--- config.mk ---
export PLATFORM = sky130hd
export DESIGN_NAME = sixbit_text_codec_flat
export DESIGN_NICKNAME = d
export VERILOG_FILES = /design/src/sv/stc_pkg.sv /design/src/sv/stc_channels.sv /design/src/sv/stc_front.sv /design/src/sv/stc_queue.sv /design/src/sv/stc_back.sv /design/src/sv/sixbit_text_codec.sv /design/src/flat_wrapper.sv
export SDC_FILE = /design/constraint.sdc
export NUM_CORES = 1
export LEC_CHECK = 0
export ABC_AREA = 1
export BUFFER_PORTS_ARGS = -buffer_cell sky130_fd_sc_hd__buf_2
export CORE_MARGIN = 4
export CORE_UTILIZATION = 40
export DETAILED_ROUTE_END_ITERATION = 10
export MAX_ROUTING_LAYER = met4
export SLEW_MARGIN = 40
export SYNTH_ARGS = -nofsm -noshare
export SYNTH_HDL_FRONTEND = slang
export SYNTH_SLANG_ARGS = --single-unit
export TNS_END_PERCENT = 10
--- constraint.sdc ---
create_clock -name clk -period 3.35 [get_ports clk]
set_input_delay 0.67 -clock clk [delete_from_list [all_inputs] [get_ports clk]]
set_output_delay 0.67 -clock clk [all_outputs]
set_load 0.01 [all_outputs]
--- src/sv/stc_pkg.sv ---
// Shared types, constants and character mapping functions for the six-bit text codec.
package stc_pkg;

    localparam int unsigned QUEUE_DEPTH_DEF = 2;

    localparam logic [5:0] SEXTET_SPLIT = 6'd34;
    localparam logic [7:0] LOW_OFFSET   = 8'h3E;
    localparam logic [7:0] HIGH_OFFSET  = 8'h3F;
    localparam logic [7:0] LOW_FIRST    = 8'h3E;
    localparam logic [7:0] LOW_END      = 8'h60;
    localparam logic [7:0] HIGH_END     = 8'h7F;

    localparam logic MODE_ENCODE = 1'b0;
    localparam logic MODE_DECODE = 1'b1;

    typedef enum logic [1:0] {
        JOB_ENC,
        JOB_DEC,
        JOB_ERR
    } job_kind_t;

    // One unit of work for the back end: a group (an encode group may end a message short) or an error marker.
    typedef struct packed {
        job_kind_t   kind;
        logic [23:0] bits;
        logic        last;
    } job_t;

    typedef struct packed {
        logic       ok;
        logic [5:0] sextet;
    } sextet_t;

    localparam logic [1:0] ENC_FINAL_IDX = 2'd3;
    localparam logic [1:0] DEC_FINAL_IDX = 2'd2;
    localparam logic [1:0] ERR_FINAL_IDX = 2'd0;

    function automatic logic [7:0] sextet_to_char(input logic [5:0] s);
        logic [7:0] wide;
        wide = {2'b00, s};
        return (s < SEXTET_SPLIT) ? wide + LOW_OFFSET : wide + HIGH_OFFSET;
    endfunction

    function automatic sextet_t char_to_sextet(input logic [7:0] c);
        sextet_t r;
        logic [7:0] d;
        r = '0;
        d = '0;
        if (c >= LOW_FIRST && c < LOW_END) begin
            d = c - LOW_OFFSET;
            r.ok = 1'b1;
        end else if (c > LOW_END && c < HIGH_END) begin
            d = c - HIGH_OFFSET;
            r.ok = 1'b1;
        end
        r.sextet = d[5:0];
        return r;
    endfunction

endpackage

--- src/sv/stc_channels.sv ---
// Handshake channel interfaces for the input, result and configuration ports.
interface stc_in_if;
    logic       valid;
    logic       ready;
    logic [7:0] in_byte;
    logic       in_last;
    modport source (output valid, output in_byte, output in_last, input ready);
    modport sink   (input valid, input in_byte, input in_last, output ready);
endinterface

interface stc_out_if;
    logic       valid;
    logic       ready;
    logic [7:0] out_byte;
    logic       out_last;
    logic       error;
    modport source (output valid, output out_byte, output out_last, output error,
                    input ready);
    modport sink   (input valid, input out_byte, input out_last, input error,
                    output ready);
endinterface

interface stc_cfg_if;
    logic valid;
    logic ready;
    logic data;
    modport source (output valid, output data, input ready);
    modport sink   (input valid, input data, output ready);
endinterface

--- src/sv/stc_front.sv ---
// Front end: accepts items, gathers groups, checks characters and issues jobs.
module stc_front (
    input  logic         clk,
    input  logic         rst_n,
    stc_in_if.sink       in_ch,
    stc_cfg_if.sink      cfg,
    output logic         job_valid,
    output stc_pkg::job_t job,
    input  logic         job_ready
);
    import stc_pkg::*;

    logic        mode_reg,  mode_next;
    logic [23:0] bits_reg,  bits_next;
    logic [1:0]  count_reg, count_next;
    logic        bad_reg,   bad_next;

    logic        accept;
    logic        cfg_we;
    logic [2:0]  cnt;
    logic [23:0] enc_bits;
    logic [23:0] dec_bits;
    sextet_t     sx;
    logic        bad_now;
    logic        dec_full;

    assign cfg.ready   = 1'b1;
    assign cfg_we      = cfg.valid && cfg.ready;
    assign in_ch.ready = job_ready;
    assign accept      = in_ch.valid && in_ch.ready;

    assign cnt      = {1'b0, count_reg} + 3'd1;
    assign enc_bits = {bits_reg[15:0], in_ch.in_byte};
    assign sx       = char_to_sextet(in_ch.in_byte);
    assign dec_bits = {bits_reg[17:0], sx.sextet};
    assign bad_now  = bad_reg || !sx.ok;
    assign dec_full = (cnt == 3'd4);

    always_comb
    begin
        mode_next  = mode_reg;
        bits_next  = bits_reg;
        count_next = count_reg;
        bad_next   = bad_reg;
        job_valid  = 1'b0;
        job        = '0;
        job.last   = in_ch.in_last;
        if (cfg_we) begin
            mode_next  = cfg.data;
            bits_next  = '0;
            count_next = '0;
            bad_next   = 1'b0;
        end else if (accept) begin
            if (mode_reg == MODE_ENCODE) begin
                job.kind = JOB_ENC;
                case (cnt)
                    3'd1:    job.bits = {enc_bits[7:0], 16'h0000};
                    3'd2:    job.bits = {enc_bits[15:0], 8'h00};
                    default: job.bits = enc_bits;
                endcase
                if (cnt == 3'd3 || in_ch.in_last) begin
                    job_valid  = 1'b1;
                    bits_next  = '0;
                    count_next = '0;
                end else begin
                    bits_next  = enc_bits;
                    count_next = cnt[1:0];
                end
                bad_next = 1'b0;
            end else begin
                job.bits = dec_bits;
                if (dec_full && !bad_now) begin
                    job.kind  = JOB_DEC;
                    job_valid = 1'b1;
                end else if (in_ch.in_last) begin
                    // Either a bad character or a short group at the end.
                    job.kind  = JOB_ERR;
                    job_valid = 1'b1;
                end
                if (in_ch.in_last) begin
                    bits_next  = '0;
                    count_next = '0;
                    bad_next   = 1'b0;
                end else begin
                    bits_next  = dec_full ? 24'h000000 : dec_bits;
                    count_next = cnt[1:0];
                    bad_next   = bad_now;
                end
            end
        end
    end

    always_ff @(posedge clk or negedge rst_n)
    begin
        if (!rst_n) begin
            mode_reg  <= MODE_ENCODE;
            bits_reg  <= '0;
            count_reg <= '0;
            bad_reg   <= 1'b0;
        end else begin
            mode_reg  <= mode_next;
            bits_reg  <= bits_next;
            count_reg <= count_next;
            bad_reg   <= bad_next;
        end
    end

endmodule

--- src/sv/stc_queue.sv ---
// Short job queue between the front and back ends.
module stc_queue #(
    parameter int unsigned DEPTH = stc_pkg::QUEUE_DEPTH_DEF
) (
    input  logic          clk,
    input  logic          rst_n,
    input  logic          push_valid,
    input  stc_pkg::job_t push_job,
    output logic          push_ready,
    output logic          pop_valid,
    output stc_pkg::job_t pop_job,
    input  logic          pop_ready
);
    import stc_pkg::*;

    localparam int unsigned PTR_W = (DEPTH > 1) ? $clog2(DEPTH) : 1;
    localparam int unsigned CNT_W = $clog2(DEPTH + 1);

    job_t             mem_reg [DEPTH];
    logic [PTR_W-1:0] rd_ptr_reg, rd_ptr_next;
    logic [PTR_W-1:0] wr_ptr_reg, wr_ptr_next;
    logic [CNT_W-1:0] count_reg,  count_next;
    logic             push;
    logic             pop;

    function automatic logic [PTR_W-1:0] wrap_inc(input logic [PTR_W-1:0] p);
        return (p == PTR_W'(DEPTH - 1)) ? '0 : p + 1'b1;
    endfunction

    assign push_ready = (count_reg != CNT_W'(DEPTH));
    assign pop_valid  = (count_reg != '0);
    assign pop_job    = mem_reg[rd_ptr_reg];
    assign push       = push_valid && push_ready;
    assign pop        = pop_valid && pop_ready;

    always_comb
    begin
        rd_ptr_next = pop  ? wrap_inc(rd_ptr_reg) : rd_ptr_reg;
        wr_ptr_next = push ? wrap_inc(wr_ptr_reg) : wr_ptr_reg;
        count_next  = count_reg;
        if (push && !pop) begin
            count_next = count_reg + 1'b1;
        end else if (pop && !push) begin
            count_next = count_reg - 1'b1;
        end
    end

    always_ff @(posedge clk or negedge rst_n)
    begin
        if (!rst_n) begin
            rd_ptr_reg <= '0;
            wr_ptr_reg <= '0;
            count_reg  <= '0;
        end else begin
            rd_ptr_reg <= rd_ptr_next;
            wr_ptr_reg <= wr_ptr_next;
            count_reg  <= count_next;
        end
    end

    always_ff @(posedge clk)
    begin
        if (push) begin
            mem_reg[wr_ptr_reg] <= push_job;
        end
    end

endmodule

--- src/sv/stc_back.sv ---
// Back end: expands each job into its result items through an output register.
module stc_back (
    input  logic          clk,
    input  logic          rst_n,
    input  logic          job_valid,
    input  stc_pkg::job_t job,
    output logic          job_pop,
    stc_out_if.source     out_ch
);
    import stc_pkg::*;

    job_t       cur_reg,   cur_next;
    logic [1:0] idx_reg,   idx_next;
    logic       busy_reg,  busy_next;
    logic       valid_reg, valid_next;
    logic [7:0] byte_reg,  byte_next;
    logic       last_reg,  last_next;
    logic       err_reg,   err_next;

    logic       load_out;
    logic       emit;
    logic       final_item;
    logic [1:0] final_idx;

    always_comb
    begin
        case (cur_reg.kind)
            JOB_ENC: final_idx = ENC_FINAL_IDX;
            JOB_DEC: final_idx = DEC_FINAL_IDX;
            default: final_idx = ERR_FINAL_IDX;
        endcase
    end

    assign load_out   = !valid_reg || out_ch.ready;
    assign emit       = busy_reg && load_out;
    assign final_item = (idx_reg == final_idx);
    assign job_pop    = job_valid && (!busy_reg || (emit && final_item));

    // Result payload for the current position in the job.
    always_comb
    begin
        byte_next = byte_reg;
        last_next = last_reg;
        err_next  = err_reg;
        if (emit) begin
            last_next = final_item && cur_reg.last;
            err_next  = 1'b0;
            case (cur_reg.kind)
                JOB_ENC:
                begin
                    case (idx_reg)
                        2'd0:    byte_next = sextet_to_char(cur_reg.bits[23:18]);
                        2'd1:    byte_next = sextet_to_char(cur_reg.bits[17:12]);
                        2'd2:    byte_next = sextet_to_char(cur_reg.bits[11:6]);
                        default: byte_next = sextet_to_char(cur_reg.bits[5:0]);
                    endcase
                end
                JOB_DEC:
                begin
                    case (idx_reg)
                        2'd0:    byte_next = cur_reg.bits[23:16];
                        2'd1:    byte_next = cur_reg.bits[15:8];
                        default: byte_next = cur_reg.bits[7:0];
                    endcase
                end
                default:
                begin
                    byte_next = 8'h00;
                    last_next = 1'b1;
                    err_next  = 1'b1;
                end
            endcase
        end
    end

    always_comb
    begin
        cur_next   = job_pop ? job : cur_reg;
        idx_next   = job_pop ? 2'd0 : (emit ? idx_reg + 2'd1 : idx_reg);
        busy_next  = job_pop ? 1'b1 : ((emit && final_item) ? 1'b0 : busy_reg);
        valid_next = emit ? 1'b1 : (out_ch.ready ? 1'b0 : valid_reg);
    end

    always_ff @(posedge clk or negedge rst_n)
    begin
        if (!rst_n) begin
            idx_reg   <= '0;
            busy_reg  <= 1'b0;
            valid_reg <= 1'b0;
        end else begin
            idx_reg   <= idx_next;
            busy_reg  <= busy_next;
            valid_reg <= valid_next;
        end
    end

    always_ff @(posedge clk)
    begin
        cur_reg  <= cur_next;
        byte_reg <= byte_next;
        last_reg <= last_next;
        err_reg  <= err_next;
    end

    assign out_ch.valid    = valid_reg;
    assign out_ch.out_byte = byte_reg;
    assign out_ch.out_last = last_reg;
    assign out_ch.error    = err_reg;

    a_err_item: assert property (@(posedge clk) disable iff (!rst_n)
        (valid_reg && err_reg) |-> (last_reg && byte_reg == 8'h00))
        else $error("error item without last or with nonzero byte");

    a_dec_idx: assert property (@(posedge clk) disable iff (!rst_n)
        (busy_reg && cur_reg.kind == JOB_DEC) |-> (idx_reg != 2'd3))
        else $error("decode job ran past its third byte");

    a_err_single: assert property (@(posedge clk) disable iff (!rst_n)
        (busy_reg && cur_reg.kind == JOB_ERR) |-> (idx_reg == 2'd0))
        else $error("error job gave more than one item");

    a_pop_final: assert property (@(posedge clk) disable iff (!rst_n)
        (job_pop && busy_reg) |=> (valid_reg && (last_reg == $past(cur_reg.last))))
        else $error("next job taken before the current one finished");

endmodule

--- src/sv/sixbit_text_codec.sv ---
// Six-bit text codec top level: front end, job queue and back end.
// Each result item passes through the job queue, the back end's job register and its output register.
// Throughput: decode takes one input item per cycle while the queue has room; encode gives four result items
//   per three bytes, limited by the single result register in the back end.
// Reset: rst_n clears mode to encode, the partial group, the queue and the output.
// Writing mode also clears any partial group so no message spans a mode change.
module sixbit_text_codec #(
    parameter int unsigned QUEUE_DEPTH = stc_pkg::QUEUE_DEPTH_DEF
) (
    input  logic      clk,
    input  logic      rst_n,
    stc_in_if.sink    in_ch,
    stc_out_if.source out_ch,
    stc_cfg_if.sink   cfg
);
    import stc_pkg::*;

    // Front to queue: one job per completed group, per short encode group at a message end, or per failing message end.
    logic push_valid;
    job_t push_job;
    logic push_ready;

    // Queue to back end.
    logic pop_valid;
    job_t pop_job;
    logic pop_ready;

    stc_front u_front (
        .clk       (clk),
        .rst_n     (rst_n),
        .in_ch     (in_ch),
        .cfg       (cfg),
        .job_valid (push_valid),
        .job       (push_job),
        .job_ready (push_ready)
    );

    // The queue lets the front keep taking items while the back drains a group.
    stc_queue #(
        .DEPTH (QUEUE_DEPTH)
    ) u_queue (
        .clk        (clk),
        .rst_n      (rst_n),
        .push_valid (push_valid),
        .push_job   (push_job),
        .push_ready (push_ready),
        .pop_valid  (pop_valid),
        .pop_job    (pop_job),
        .pop_ready  (pop_ready)
    );

    stc_back u_back (
        .clk       (clk),
        .rst_n     (rst_n),
        .job_valid (pop_valid),
        .job       (pop_job),
        .job_pop   (pop_ready),
        .out_ch    (out_ch)
    );

endmodule
--- src/flat_wrapper.sv ---
// flat-port wrapper written by rule: the top's interface ports become plain ports
module sixbit_text_codec_flat import stc_pkg::*;
#(
    parameter int unsigned QUEUE_DEPTH = stc_pkg::QUEUE_DEPTH_DEF
)
  (clk, rst_n, in_ch_valid, in_ch_in_byte, in_ch_in_last, in_ch_ready, out_ch_valid, out_ch_out_byte, out_ch_out_last, out_ch_error, out_ch_ready, cfg_valid, cfg_data, cfg_ready);
  stc_in_if in_ch_i ();
  stc_out_if out_ch_i ();
  stc_cfg_if cfg_i ();
  input  logic clk;
  input  logic rst_n;
  input wire logic [$bits(in_ch_i.valid)-1:0] in_ch_valid;
  input wire logic [$bits(in_ch_i.in_byte)-1:0] in_ch_in_byte;
  input wire logic [$bits(in_ch_i.in_last)-1:0] in_ch_in_last;
  output wire logic [$bits(in_ch_i.ready)-1:0] in_ch_ready;
  output wire logic [$bits(out_ch_i.valid)-1:0] out_ch_valid;
  output wire logic [$bits(out_ch_i.out_byte)-1:0] out_ch_out_byte;
  output wire logic [$bits(out_ch_i.out_last)-1:0] out_ch_out_last;
  output wire logic [$bits(out_ch_i.error)-1:0] out_ch_error;
  input wire logic [$bits(out_ch_i.ready)-1:0] out_ch_ready;
  input wire logic [$bits(cfg_i.valid)-1:0] cfg_valid;
  input wire logic [$bits(cfg_i.data)-1:0] cfg_data;
  output wire logic [$bits(cfg_i.ready)-1:0] cfg_ready;
  assign in_ch_i.valid = in_ch_valid;
  assign in_ch_i.in_byte = in_ch_in_byte;
  assign in_ch_i.in_last = in_ch_in_last;
  assign in_ch_ready = in_ch_i.ready;
  assign out_ch_valid = out_ch_i.valid;
  assign out_ch_out_byte = out_ch_i.out_byte;
  assign out_ch_out_last = out_ch_i.out_last;
  assign out_ch_error = out_ch_i.error;
  assign out_ch_i.ready = out_ch_ready;
  assign cfg_i.valid = cfg_valid;
  assign cfg_i.data = cfg_data;
  assign cfg_ready = cfg_i.ready;
  sixbit_text_codec #(.QUEUE_DEPTH(QUEUE_DEPTH)) u_core (.clk(clk), .rst_n(rst_n), .in_ch(in_ch_i), .out_ch(out_ch_i), .cfg(cfg_i));
endmodule
==> results of run 1 <==
-- cell families after synthesis --
logic type               synth area share
XOR/XNOR                           0.0299
buffers and inverters              0.0652
flip-flops                          0.517
AO/OA/AOI/OAI                       0.124
AND/OR/NAND/NOR                     0.217
other                            0.000557
adder cells (fa/ha/maj)            0.0465
-- metal layers --
| layer | wire (µm) | track usage |
|---|---|---|
| met5 | 0 | - |
| met2 | 7120 | 0.263 |
| met4 | 432 | 0.0620 |
| met3 | 829 | 0.0420 |
| met1 | 6780 | 0.232 |
-- path summary, 6_finish.rpt --
kind                            slack, ps  cells after the start                                 endpoint                                     from
worst min-delay path                  310                      1  u_core.u_front.count_reg[1]$_DFFE_PN0P_                                    rst_n
worst max-delay path                  870                      7   u_core.u_queue.mem_reg[1][1]$_DFFE_PP_      u_core.u_front.mode_reg$_DFFE_PN0P_
worst max register to register        870                      7   u_core.u_queue.mem_reg[1][1]$_DFFE_PP_      u_core.u_front.mode_reg$_DFFE_PN0P_
max in group asynchronous            2570                      1  u_core.u_front.bits_reg[10]$_DFFE_PN0P_                                    rst_n
min in group clk                      480                      3      u_core.u_front.mode_reg$_DFFE_PN0P_                                 cfg_data
worst min register to register        500                      2  u_core.u_front.bits_reg[16]$_DFFE_PN0P_  u_core.u_front.bits_reg[16]$_DFFE_PN0P_
-- Yosys cell counts, types with 2 or more instances --
cell type,instances
a211oi_1,7
a21oi_1,21
a221oi_1,11
a22oi_1,14
buf_1,3
buf_2,5
buf_4,3
clkbuf_1,8
dfrtp_1,30
edfxtp_1,91
ha_1,25
inv_1,81
inv_2,6
nand2_1,231
nand2_2,10
nand2_4,2
nand3_1,33
nand4_1,5
nor2_1,40
nor2_2,4
nor2_4,4
nor3_4,2
o211ai_1,3
o21ai_0,44
o21ai_1,2
o221ai_1,5
o22ai_1,22
xnor2_1,6
xor2_1,17
-- power by group --
part | internal [mW] | switching (mW)
combinational | 0.818 | 1.60
sequential | 2.12 | 0.324
clock | 1.19 | 0.640
total | 4.12 | 2.57
-- area by class of cell --
type | count | share of cell area
sequential | 121 | 0.453
multi-input combinational | 519 | 0.366
clock buffer | 20 | 0.0581
inverter | 89 | 0.0441
tap | 220 | 0.0358
timing repair buffer | 32 | 0.0228
clock inverter | 12 | 0.0199
-- critical path, cell delays in order, from the launching register on --
cell	delay [ps]
dfrtp_1	830
inv_6	150
nand2_1	190
inv_2	180
nor3_4	260
nand2_4	100
nor2_2	90
buf_4	340
==> results.toml, run 1 <==
[clock_tree]
cts.path.max_buffers = 2
h-tree-depth = 4
clk_latency_ps = 400
post_cts_buffers = 0
numClockSinks = 121
cts_buffers = 17
root_buffer = "clkbuf_16"
cts_tree = "built"
ctsHoldBuffers = 0
clk_pin_slew_worst_paths_ps = 60
post_cts_resized = 0

[drt]
drtIter0Drc = 444
ant_nets = 0
firstDrtPassIters = 5
wirelength_mm = 15.2
vias = 5148
drc = 0
wire_per_inst_um = 15.0
via_per_inst = 5.08

[synth]
synth_area_leader_cell = "edfxtp_1"
syn-instance-count = 749
synthesis.nets = 789
syn_avg_cell_area_um2 = 8.99
yosysSeqAreaShare = 0.517
postSynth.asyncResetShare = 0.248
synthesis.area_um2 = 6730
synth_warnings = 0
synth_top_area_share = 0.406
synth-edff-count = 91
yosys_most_used_dff = "edfxtp_1"
yosys-top-cells-area = "edfxtp_1 (41%), nand2_1 (13%), dfrtp_1 (11%), ha_1 (4.6%), inv_1 (4.5%)"
yosysUniqueCellTypes = 43
synth-seq-cells = 121

[global_routing]
antenna_found_initial = 0
grt_pass1_vias = 4824
gr-total-overflow = 0
track_usage = 0.175
grt_max_degree = 31
grt_pass1_wl_mm = 25.0

[place]
place_area_um2 = 7080
pre_cts_ws_ps = 520
hpwl_mm = 11.1
place_congestion = 0.959
post-place-cells = 981
io_buffers = 26

[layout]
drive_above_1_share = 0.122
stdcell_count = 1013
final_area_um2 = 7680
num-fill-cells = 1578
largest_register_ffs = 54
antennaDiodeCount = 0
seq_area_um2 = 3480
utilization = 0.465
multi_input_area_um2 = 2810
finalNetCount = 820
final_common_cell = "nand2_1"
area_growth_pct = 14.1
layout_common_cells = "nand2_1 (231), edfxtp_1 (91), inv_1 (81)"

[worst_setup_path]
criticalPathCategory = "reg -> reg"
worstPathRequired_ps = 3410
cp.arrival_ps = 2540
end_kind = "flip-flop"
crit_fanout = 27
start_kind = "flip-flop"

[power_and_ir_drop]
totalPowerFinal_mw = 6.69
peakVddDrop_mv = 0.424
power_density_nw_per_um2 = 871
p_leak_nw = 3.34

[sta]
maxSlewHeadroom = 0.495
post-route-period-util = 0.741
finalHoldViolCount = 0
tns_ps = 0
whs_ps = 313
setup_violations = 0
rsz0062_at_grt = "false"
max_slew.worst_pin.slew_ps = 757
worst_slack_ps = 869
min_period_ps = 2480
fmax_mhz = 403
drv_slew = 0
skew_ps = 7.74

[die]
die_h_um = 138
dieArea_um2 = 19000
coreArea_um2 = 16500
die_x_um = 138
io_pins = 28
start_util = 0.407
rows = 47

[hold_path]
hp-class = "in -> async"

[outcome]
outcome = "completed"

[job]
cap_violations = 0
No activity file was read; power rests on OpenSTA's default activity.
==> run 2, diff against run 1 <==
clock period = 2.3 ns   (was 3.35 ns; I/O delays follow)
==> results.toml, run 2 (synthesized netlist as in run 1, its figures left out) <==
[global_routing]
grt_pass1_wl_mm = 24.5
antenna_found_initial = 0
gr-total-overflow = 0
track_usage = 0.173
grt_max_degree = 31
grt_pass1_vias = 4841

[drt]
wire_per_inst_um = 14.9
drc = 0
via_per_inst = 5.06
wirelength_mm = 15.4
vias = 5215
firstDrtPassIters = 5
ant_nets = 0
drtIter0Drc = 325

[place]
pre_cts_ws_ps = -66.4
place_congestion = 0.974
hpwl_mm = 11.3
post-place-cells = 999
io_buffers = 26

[hold_path]
hp-class = "in -> async"

[worst_setup_path]
cp_top_family = "simple AND/OR/NAND/NOR gates"
start_kind = "flip-flop"
crit_chain = "inv_1, ha_1, nor2_1, nand2_1, inv_2, nor3_4, nand2_4, inv_1, ha_1, a21oi_1, o21ai_0, xnor2_1"
cp.arrival_ps = 2260
end_kind = "flip-flop"
crit_fanout = 4
worstPathRequired_ps = 2580
slowest_stage = "dfrtp_1"
max_stage_delay_ps = 400
criticalPathCategory = "reg -> reg"
crit_buf_inv = 3

[sta]
whs_ps = 123
max_slew.worst_pin.slew_ps = 756
setup_violations = 0
min_period_ps = 1980
post-route-period-util = 0.859
drv_slew = 0
tns_ps = 0
finalHoldViolCount = 0
fmax_mhz = 506
skew_ps = 9.85
maxSlewHeadroom = 0.496
worst_slack_ps = 324
rsz0062_at_grt = "false"

[layout]
area_growth_pct = 15.8
drive_above_1_share = 0.134
final_common_cell = "nand2_1"
largest_register_ffs = 54
finalNetCount = 838
antennaDiodeCount = 0
stdcell_count = 1031
layout_common_cells = "nand2_1 (231), edfxtp_1 (91), inv_1 (81)"
num-fill-cells = 1542

[die]
die_h_um = 138
io_pins = 28
die_x_um = 138
dieArea_um2 = 19000
rows = 47
start_util = 0.407
coreArea_um2 = 16500

[clock_tree]
root_buffer = "clkbuf_16"
h-tree-depth = 4
cts.path.max_buffers = 2
ctsHoldBuffers = 0
cts_tree = "built"
post_cts_buffers = 0
post_cts_resized = 0
numClockSinks = 121
clk_latency_ps = 400
cts_buffers = 17
clk_pin_slew_worst_paths_ps = 50

[job]
cap_violations = 0

[power_and_ir_drop]
p_leak_nw = 3.40
power_density_nw_per_um2 = 1220
peakVddDrop_mv = 0.650
totalPowerFinal_mw = 9.54

[outcome]
outcome = "completed"
==> run 2: cell types whose count changed in the layout (fill, tap and decap cells not counted) <==
cell / change
buf_4: +14
clkbuf_8: +2
clkinvlp_4: -2
bufinv_16: -3
clkbuf_1: +6
nor2_2: -1
buf_12: +4
nor2_4: +1
clkinv_4: -3
==> run 2: area by class of cell <==
class                      instances  area (µm²)  share of cell area
multi-input combinational        519        2820               0.361
inverter                          89         339              0.0435
timing repair buffer              50         360              0.0462
clock inverter                     4        21.3             0.00273
clock buffer                      28         497              0.0637
tap                              220         275              0.0353
sequential                       121        3480               0.447
==> run 2: path summary, 6_finish.rpt <==
path                       cells after the start                                       to                               startpoint  slack, ps
max                                           12  u_core.u_queue.count_reg[1]$_DFFE_PN0P_  u_core.u_front.count_reg[0]$_DFFE_PN0P_        320
min                                            1  u_core.u_front.count_reg[1]$_DFFE_PN0P_                                    rst_n        120
max reg2reg                                   12  u_core.u_queue.count_reg[1]$_DFFE_PN0P_  u_core.u_front.count_reg[0]$_DFFE_PN0P_        320
min reg2reg                                    2  u_core.u_front.bits_reg[16]$_DFFE_PN0P_  u_core.u_front.bits_reg[16]$_DFFE_PN0P_        500
max in group asynchronous                      1   u_core.u_front.bits_reg[5]$_DFFE_PN0P_                                    rst_n       1690
min in group clk                               3      u_core.u_front.mode_reg$_DFFE_PN0P_                                 cfg_data        270
==> run 2: power by group <==
group          switching, mW  internal [mW]  total [mW]
clock network          0.851           1.45        2.30
logic                   2.41           1.30        3.71
registers              0.434           3.09        3.52
total                   3.70           5.84        9.54
==> run 2: metal layers <==
metal	GRT usage	part of all wire
met4	0.0796	0.034
met1	0.221	0.45
met2	0.264	0.46
met5	-	0
met3	0.0358	0.053
==> run 2: stage by stage <==
step	util	instance area (µm²)
floorplan	-	6740
global placement	0.440	7270
detailed placement	0.440	7270
CTS	0.472	7790
global route	0.472	7790
finish	0.472	7790
==> run 3, diff against run 2 <==
REMOVE_ABC_BUFFERS = 1   (was not set)
==> results.toml, run 3 (synthesized netlist as in run 1, its figures left out) <==
[outcome]
outcome = "finished with violations"
violations = "hold timing"

[global_routing]
gr-total-overflow = 0
grt_pass1_vias = 4925
grt_pass1_wl_mm = 24.9
grt_max_degree = 31
antenna_found_initial = 0
track_usage = 0.176

[sta]
setup_violations = 0
skew_ps = 7.49
post-route-period-util = 0.876
max_slew.worst_pin.slew_ps = 551
fmax_mhz = 496
rsz0062_at_grt = "false"
drv_slew = 0
finalHoldViolCount = 4
whs_ps = -11.9
min_period_ps = 2020
maxSlewHeadroom = 0.630

[worst_setup_path]
rr_worst_depth = 10
crit_top_cell = "buf_4"
slowest_stage = "dfrtp_1"
r2r_slack_ps = 280
crit_buf_inv = 4
criticalPathCategory = "reg -> reg"
cp.arrival_ps = 2130
crit_chain = "inv_1, ha_1, nor2_1, nand2_1, inv_2, nor3_4, nand2_4, buf_4, nor2_2, buf_4"
max_stage_delay_ps = 400
regToRegStartpoint = "u_core.u_front.count_reg[0]$_DFFE_PN0P_"
worstPathRequired_ps = 2410
crit_fanout = 9
cp_top_family = "simple AND/OR/NAND/NOR gates"
start_kind = "flip-flop"
end_kind = "flip-flop"
timing.rr.end = "u_core.u_queue.mem_reg[1][16]$_DFFE_PP_"

[place]
place_congestion = 0.925
place_area_um2 = 7270
hpwl_mm = 11.3
post-place-cells = 1001
io_buffers = 26

[layout]
largest_register_ffs = 54
drive_above_1_share = 0.145
seq_area_um2 = 3480
finalNetCount = 840
multi_input_area_um2 = 2810
stdcell_count = 1033
layout_common_cells = "nand2_1 (231), edfxtp_1 (91), inv_1 (81)"
final_common_cell = "nand2_1"
area_growth_pct = 17.3
num-fill-cells = 1569
antennaDiodeCount = 0
final_area_um2 = 7890
utilization = 0.478

[clock_tree]
post_cts_buffers = 0
root_buffer = "clkbuf_16"
post_cts_resized = 0
clk_pin_slew_worst_paths_ps = 50
numClockSinks = 121
ctsHoldBuffers = 0
h-tree-depth = 4
cts.path.max_buffers = 2
cts_buffers = 17
clk_latency_ps = 410
cts_tree = "built"

[power_and_ir_drop]
swShare = 0.376
power_density_nw_per_um2 = 1260
peakVddDrop_mv = 0.589
intPower_mw = 6.22
p_switching_mw = 3.75
p_leak_nw = 3.46
clkPwrFrac = 0.276
seq_power_share = 0.353
pwr-share-comb = 0.371

[drt]
vias = 5298
via_per_inst = 5.13
drc = 0
wire_per_inst_um = 14.9
ant_nets = 0
firstDrtPassIters = 5
drtIter0Drc = 406
wirelength_mm = 15.4

[die]
dieArea_um2 = 19000
die_x_um = 138
io_pins = 28
start_util = 0.407
die_h_um = 138
rows = 47
coreArea_um2 = 16500

[job]
cap_violations = 0

[hold_path]
hp-class = "in -> async"
run 3: cell types whose count changed in the layout (fill, tap and decap cells not counted):
cell,before,now
clkinv_2,2,4
clkinv_4,0,1
inv_6,1,2
nor2_4,5,4
nor2_2,4,5
clkinvlp_4,1,2
buf_2,26,25
bufinv_16,0,4
clkbuf_8,3,1
buf_4,20,24
buf_12,4,3
clkbuf_1,8,1
run 3: metal layers:
metal | vias to the layer above | GRT usage | wire length, µm
met5 | - | - | 0
met4 | 0 | 0.0790 | 455
met3 | 34 | 0.0362 | 818
met2 | 167 | 0.267 | 7050
met1 | 2458 | 0.228 | 7090
li1 | 2639 | - | -
run 3: cell type report:
| type | instances | share of cell area |
|---|---|---|
| clock inverters | 13 | 0.0223 |
| repair buffers | 52 | 0.0463 |
| clock buffers | 19 | 0.0561 |
| multi-input cells | 519 | 0.356 |
| well taps | 220 | 0.0349 |
| flip-flops and latches | 121 | 0.441 |
| inverters | 89 | 0.0430 |
run 3: worst max-delay path by stage:
stage	start	to	cells past startpoint
final	u_core.u_front.count_reg[0]$_DFFE_PN0P_	u_core.u_queue.mem_reg[1][16]$_DFFE_PP_	10
after global routing	u_core.u_back.cur_reg[26]$_DFFE_PP_	u_core.u_queue.count_reg[1]$_DFFE_PN0P_	9
after CTS	u_core.u_front.count_reg[0]$_DFFE_PN0P_	u_core.u_queue.mem_reg[1][26]$_DFFE_PP_	10
after detailed placement	in_ch_in_byte[0]	u_core.u_queue.count_reg[1]$_DFFE_PN0P_	16
after global placement	in_ch_in_byte[0]	u_core.u_queue.count_reg[1]$_DFFE_PN0P_	16
after floorplan	u_core.u_front.mode_reg$_DFFE_PN0P_	u_core.u_queue.mem_reg[1][0]$_DFFE_PP_	6
run 3: power groups by stage:
stage	registers [mW]	logic, mW	clock network, mW
5_1_grt	3.59	4.20	2.90
3_3_place_gp	3.56	3.67	0
3_5_place_dp	3.56	3.68	0
4_1_cts	3.52	3.70	2.81
2_1_floorplan	3.56	2.50	0
6_report	3.52	3.70	2.75
run 3: stage by stage:
stage / worst slack, ps / power, mW / TNS, ps
final: 284 / 9.97 / 0
after global routing: 135 / 10.7 / 0
after CTS: 272 / 10.0 / 0
after detailed placement: -51.4 / 7.25 / -791
after global placement: -16.4 / 7.22 / -16.4
after floorplan: -609 / 6.06 / -16450
